`src/egd_pkg.sv`:
```
// ----------------------------------------------------------------------------
// egd_pkg
// Types and constants for the exp-gauss-exp density pipeline.
// ----------------------------------------------------------------------------
package egd_pkg;

  localparam int FRAC_BITS = 16;

  localparam int SAMPLE_W = 24;
  localparam int INV_W    = 21;
  localparam int TAIL_W   = 20;
  localparam int DENS_W   = 17;
  localparam int REGION_W = 2;

  localparam int MAG_W = SAMPLE_W;
  localparam int T_W   = MAG_W + INV_W - FRAC_BITS;
  localparam int U_W   = T_W + 1;
  localparam int OPA_W = TAIL_W;
  localparam int SQ_W  = OPA_W + U_W;
  localparam int MF_W  = SQ_W - (FRAC_BITS + 1);

  // exponent magnitude limit 32.0, core |t| limit 8.0
  localparam int M_W         = FRAC_BITS + 5;
  localparam int CORE_T_BITS = FRAC_BITS + 3;

  // exp(-m) in Q30: m = n*ln2 + r
  localparam int Q_BITS    = 30;
  localparam int EXP_SHIFT = Q_BITS - FRAC_BITS;
  localparam int R_W       = Q_BITS;
  localparam int ACC_W     = Q_BITS + 1;
  localparam int X_W       = Q_BITS;
  localparam int N_W       = 6;
  localparam int M30_W     = M_W + EXP_SHIFT;

  localparam logic [R_W-1:0]   LN2_Q30 = 30'd744261118;
  localparam logic [ACC_W-1:0] ONE_Q30 = 31'h4000_0000;

  // floor(2^(32+EXP_SHIFT) / LN2_Q30); estimate of n is exact or one low
  localparam int               N_RECIP_W   = 17;
  localparam logic [N_RECIP_W-1:0] N_RECIP = 17'd94548;
  localparam int               N_RECIP_SHIFT = 32;
  localparam int               NP_W        = M_W + N_RECIP_W;

  localparam int SERIES_TERMS = 12;
  localparam int RECIP_W      = 32;

  // largest n whose shift still leaves a nonzero result in a 32-bit word
  localparam logic [N_W-1:0] N_MAX_SHIFT = N_W'(31 - EXP_SHIFT);

  localparam logic [REGION_W-1:0] REGION_LEFT  = 2'd0;
  localparam logic [REGION_W-1:0] REGION_CORE  = 2'd1;
  localparam logic [REGION_W-1:0] REGION_RIGHT = 2'd2;

  localparam int ADDR_W = 5;
  localparam int DATA_W = 32;

  localparam logic [2:0] CFG_CENTER    = 3'd0;
  localparam logic [2:0] CFG_INV_LEFT  = 3'd1;
  localparam logic [2:0] CFG_TAIL_LEFT = 3'd2;
  localparam logic [2:0] CFG_INV_RIGHT = 3'd3;
  localparam logic [2:0] CFG_TAIL_RIGHT = 3'd4;

  // payload carried through the series stages
  typedef struct packed {
    logic [R_W-1:0]      r;
    logic [N_W-1:0]      n;
    logic                zero;
    logic [REGION_W-1:0] region;
    logic [ACC_W-1:0]    acc;
  } egd_term_t;

  // floor((2^32-1)/k); estimate of x/k for x < 2^31 is exact or one low
  function automatic logic [RECIP_W-1:0] recip_k(input logic [3:0] k);
    logic [RECIP_W-1:0] v;
    case (k)
      4'd1:    v = 32'd4294967295;
      4'd2:    v = 32'd2147483647;
      4'd3:    v = 32'd1431655765;
      4'd4:    v = 32'd1073741823;
      4'd5:    v = 32'd858993459;
      4'd6:    v = 32'd715827882;
      4'd7:    v = 32'd613566756;
      4'd8:    v = 32'd536870911;
      4'd9:    v = 32'd477218588;
      4'd10:   v = 32'd429496729;
      4'd11:   v = 32'd390451572;
      4'd12:   v = 32'd357913941;
      default: v = 32'd0;
    endcase
    return v;
  endfunction

endpackage

```
`src/egd_horner_step.sv`:
```
// ----------------------------------------------------------------------------
// egd_horner_step
// One series term acc = 1 - (r*acc)/k in Q30, three register stages.
// ----------------------------------------------------------------------------
module egd_horner_step import egd_pkg::*; #(
  parameter int DIVISOR = 1
) (
  input  logic      clk,
  input  logic      rst_n,
  input  logic      vld_in,
  input  egd_term_t term_in,
  output logic      vld_out,
  output egd_term_t term_out
);

  localparam logic [3:0]         KD = 4'(DIVISOR);
  localparam logic [RECIP_W-1:0] MK = recip_k(KD);
  localparam int                 QK_W = X_W + 4;

  logic [2:0] vld_r;

  egd_term_t a_r, b_r, c_r;
  logic [X_W-1:0] xa_r, xb_r, qb_r;

  logic [R_W+ACC_W-1:0]   prod_a;
  logic [X_W+RECIP_W-1:0] prod_b;
  logic [QK_W-1:0]        rem;
  logic [X_W-1:0]         q;
  egd_term_t              c_nxt;

  assign prod_a = (R_W+ACC_W)'(term_in.r) * (R_W+ACC_W)'(term_in.acc);
  assign prod_b = (X_W+RECIP_W)'(xa_r) * (X_W+RECIP_W)'(MK);

  always_comb begin
    rem = QK_W'(xb_r) - QK_W'(qb_r) * QK_W'(KD);
    q   = (rem >= QK_W'(KD)) ? qb_r + X_W'(1) : qb_r;
    c_nxt     = b_r;
    c_nxt.acc = ONE_Q30 - ACC_W'(q);
  end

  always_ff @(posedge clk) begin
    if (!rst_n) begin
      vld_r <= '0;
    end else begin
      vld_r <= {vld_r[1:0], vld_in};
    end
  end

  always_ff @(posedge clk) begin
    a_r  <= term_in;
    xa_r <= prod_a[Q_BITS +: X_W];
    b_r  <= a_r;
    xb_r <= xa_r;
    qb_r <= prod_b[RECIP_W +: X_W];
    c_r  <= c_nxt;
  end

  assign vld_out  = vld_r[2];
  assign term_out = c_r;

endmodule

```
`config.mk`:
```
export PLATFORM = sky130hd
export DESIGN_NAME = egd_horner_step
export DESIGN_NICKNAME = d
export VERILOG_FILES = /design/src/egd_pkg.sv /design/src/egd_horner_step.sv
export SDC_FILE = /design/constraint.sdc
export NUM_CORES = 2
export LEC_CHECK = 0
export BUFFER_PORTS_ARGS = -buffer_cell sky130_fd_sc_hd__buf_2
export CORE_MARGIN = 8
export CORE_UTILIZATION = 25
export CTS_CLUSTER_DIAMETER = 50
export DETAILED_ROUTE_END_ITERATION = 8
export HOLD_SLACK_MARGIN = 0.12
export SETUP_SLACK_MARGIN = 0.3
export SYNTH_ARGS = -nofsm -noshare
export SYNTH_HDL_FRONTEND = slang
export SYNTH_SLANG_ARGS = --single-unit
export TNS_END_PERCENT = 100
```
`constraint.sdc`:
```
create_clock -name clk -period 11 [get_ports clk]
set_input_delay 3.3 -clock clk [delete_from_list [all_inputs] [get_ports clk]]
set_output_delay 3.3 -clock clk [all_outputs]
set_load 0.01 [all_outputs]
```
Word level (Yosys, flattened, before mapping):

Index checks and enable logic that the tools add are counted.

* register bits after elaboration: 241
* input port bits: 73
* output and inout bits: 71
* logic and storage cells: 24

* add/sub/neg operators: 3
* $mul: 2
* magnitude comparators: 1
* mux-type cells: 1

Operators by type and width (count)
* multiplier 30 x 32 -> 62 bit (second input constant): 1
* multiplier 30 x 31 -> 60 bit: 1
* >= comparator 34 x 1 -> 1 bit (second input constant): 1
* subtractor 30 x 30 -> 31 bit: 1
* subtractor 31 x 30 -> 31 bit (first input constant): 1
* adder 30 x 1 -> 30 bit (second input constant): 1
* two-way mux 30 bit: 1

Longest topological paths before layout:

* word-level depth: 4
* gate-level depth with buffers: 33
* depth with buffers taken out: 32

Worst setup path before layout:

No wires, ideal clock.

* kind: input to register
* start point: in term_in[15] (netlist name)
* end point: reg xa_r[23]
* data arrival time: 10.663 ns
* setup slack: 0.210 ns
* cell stages on the path: 28
* path buffers: 1
* path through: clkbuf_1 > and2_1 > fa_1 > fa_1 > inv_1 > fa_1 > fa_1 > fa_1 > inv_1 > fa_1 > fa_1 > inv_1 > fa_1 > inv_1 > ha_1 > or3_1 > nand4_1 > nor2_1 > a311oi_1 > a21oi_1 > o21ai_0 > a21oi_1 > a41o_1 > a41o_1 > a211oi_1 > o21ba_2 > o21ai_0 > xor2_1

* cells in the longest elaborated chain, start to end: 1

Ends and longest elaborated chain
* from (decl): RTL line egd_horner_step.sv:11 `input egd_term_t term_in,`
* multiplier 30 x 31 -> 60 bit: RTL line egd_horner_step.sv:31 `assign prod_a = (R_W+ACC_W)'(term_in.r) * (R_W+ACC_W)'(term_in.acc);`
* via prod_a[53]: RTL line egd_horner_step.sv:25 `logic [R_W+ACC_W-1:0] prod_a;`
* to (signal assigned): RTL line egd_horner_step.sv:51 `xa_r <= prod_a[Q_BITS +: X_W];`
* to (decl): RTL line egd_horner_step.sv:23 `logic [X_W-1:0] xa_r, xb_r, qb_r;`

The timed path passes the listed nets, and every way through them passes these cells.
A chain may end at the register's enable or synchronous reset.

Worst setup path after layout:

* start point: in term_in[13] (netlist name)
* end point: reg xa_r[23]

Same word-level chain as after synthesis.

==> metrics.md <==
| Metric | Value |
|---|---|
| Status | finished, final reports clean |
| Max-Cap Viols | 0 |
| Final net count | 6912 |
| Clock Sinks | 241 |
| Largest fanout on the critical path | 9 |
| Synth Net Count | ~6700 |
| Routed WL | between 100000 and 150000 um |
| CP delay by family, top | adder cells |
| Global Route Usage Sum | 0.1277 |
| Worst path bufs/invs | 9 |
| Synth top area cells | fa_1 44%, ha_1 14%, dfxtp_1 9.9% |
| Synth area leader | fa_1 |
| Slew headroom | 0.4824 |
| Crit end category | flop |
| Actual slew at the worst max-slew pin | around 780 ps |
| Final std cells w/o fill | 7835 |
| Largest net degree at the start of global routing | 27 |
| Grt ovf | 0 |
| # rows | roughly 160 |
| RSZ-0062 raised after global routing | no |
| Layout area overhead | 13.97% |
| Fill cells | 20310 |
| Routability Congestion | 0.8948 |
| H-Tree Level Count | 2 |
| Syn. warnings | 0 |
| Startpoint class of the critical path | primary input |
| Asr flop ratio synth | 0 |
| Syn Std Cell Area | 48660 sq um |
| CTS hold repair buffers | 0 |
| Layout cells sized above 1 | 0.09491 |
| Setup Skew | 31.11 ps |
| Drt initial violations | 1772 |
| Vias | 34010 |
| Die W | roughly 460 um |
| Min-Delay Path Class | reg2reg |
| Final Hold Fails | 0 |
| Initial DRT Pass Iterations | 5 |
| Minimum clock period | 10430 ps |
| CP most frequent cell | fa_1 |
| Reg2reg end | qb_r[28] |
| Number of antenna violations at the first check in global routing | 14 |
| Crit path capture | xa_r[23] |
| Starting density of the core | 0.2506 |
| Commonest non-fill, non-tap cells in the layout | 1166 x inv_1, 1051 x fa_1, 577 x and2_1 |
| Die height | 457.2 um |
| Number of synthesized flops with an enable pin | 0 |
| Cell variety after synth | 88 |
| # DRC | 0 |
| Max Slew Vio Count | 0 |
| Worst-Skew Late Latency | around 650 ps |
| Final hold slack | 304.6 ps |
| Root buf cell | clkbuf_16 |
| Final setup viols | 0 |
| Slowest cell on crit path | fa_1 |
| Vias per Instance | 4.341 |
| IO buf count | ~140 |
| I/O pin count | roughly 140 |
| R2R Path Start | xa_r[3] |
| Top cell type's share of synthesized area | 0.4353 |
| CTS Buf Count | 47 |
| Synth Register Bits | 241 |
| Commonest non-fill, non-tap cell in the layout | inv_1 |
| Worst-path clk slew | 50 ps |
| Clock buffer depth | 3 |
| Final worst-path cycle share | 0.9485 |
| Worst Setup SP | term_in[13] |
| TritonCTS clock tree | done |
| Fmax | 95.84 MHz |
| ANT nets after route | 0 |
| Max incr delay on CP | about 570 ps |
| Post-synthesis sequential area ratio | 0.09915 |
| Die ar. | 209000 sq um |
| Avg Cell Area, Syn | 9.634 sq um |
| WL/cell | 16.93 um |
| Dpl hpwl | 115100 um |
| First-pass GRT wire length | between 200000 and 250000 um |
| Crit Path Class | in2reg |
| Core area | just under 200000 sq um |
| Vias in the first global route | 37500 |
| WP data required | 11500 ps |
| Placed cells | between 7000 and 8000 |
| R2r setup slk | ~1100 ps |
| FF-to-FF path depth | 30 |
| Crit path DAT | 10940 ps |
| Synth Instances | 5051 |
| Synth Flop Type | dfxtp_1 |
| Crit path depth | 32 |
synth_stat cells, drive strengths merged, types with 9 or more instances:
cell / n
a31oi: 21
nor2b: 16
nand4: 31
fa: 1058
xnor2: 111
a21oi: 97
xor2: 39
nand2: 444
or2: 10
and2: 581
nand3: 37
dfxtp: 241
clkbuf: 198
and4: 9
ha: 529
o211ai: 14
a211o: 12
nor3: 39
o21ai: 60
or3: 11
a21o: 40
nand2b: 14
o21a: 21
and3: 16
nor2: 93
inv: 1166
nor4: 17
a211oi: 13
state kept, by name (all words and copies together) (netlist names):
register	cells
qb_r	30
xa_r	30
vld_r	3
b_r	39
xb_r	30
term_out	70
a_r	39
layout make-up:
type                            count  area (sq um)  share of cell area
Inverter                         1167          4380             0.07899
Clock buffer                       51          1221             0.02202
Timing Repair Buffer              358          2541             0.04582
Multi-Input combinational cell   3437         38810              0.6998
Antenna cell                        4         10.01           0.0001805
Tap cell                         2542          3181             0.05735
Sequential cell                   241          4825             0.08700
Clock inverter                     35         491.7            0.008867
what timing repair did:
action | in CTS | in global routing
setup endpoints to repair | 10 | 15
buffers inserted | 0 | 1
gates resized for setup | 5 | 51
pin swaps | 0 | 26
worst min path at each step:
stage	slack (ps)	startpoint	endpoint	depth (start not counted)
2_1_floorplan	310	a_r[31]	b_r[31]	0
5_1_grt	320	b_r[31]	term_out[31]	0
6_report	300	b_r[31]	term_out[31]	0
3_5_place_dp	310	a_r[52]	b_r[52]	0
4_1_cts	320	b_r[31]	term_out[31]	0
3_3_place_gp	310	a_r[35]	b_r[35]	0
routing by layer:
metal	wire length, um	track usage
met5	60	0
met4	4778	0.04037
met3	7837	0.02417
met2	60480	0.2084
met1	59490	0.1712
cell families (layout without fill, tap and decap cells):
| kind of cell | after synthesis | count (layout) | share of synthesized area |
|---|---|---|---|
| other cells | 0 | 4 | 0 |
| simple gates | 1345 | 1345 | 0.1464 |
| compound gates | 345 | 345 | 0.04783 |
| xor+xnor | 150 | 150 | 0.02700 |
| flops | 241 | 241 | 0.09915 |
| buf+inv | 1373 | 1611 | 0.1063 |
| fa+ha+maj | 1589 | 1589 | 0.5717 |
| mux | 8 | 8 | 0.001697 |
metrics by stage:
stage	TNS [ps]	util	area [sq um]	setup WS, ps
2_1_floorplan	0	-	48670	311.6
3_3_place_gp	-4970	0.2757	53530	-455.2
3_5_place_dp	-6046	0.2757	53530	-533.6
4_1_cts	0	0.2846	55260	332.0
5_1_grt	0	0.2856	55450	308.5
6_report	0	0.2856	55460	566.0
Power is not shown: default switching activity piles up to over one toggle a cycle in this logic, so the estimate is an artifact.
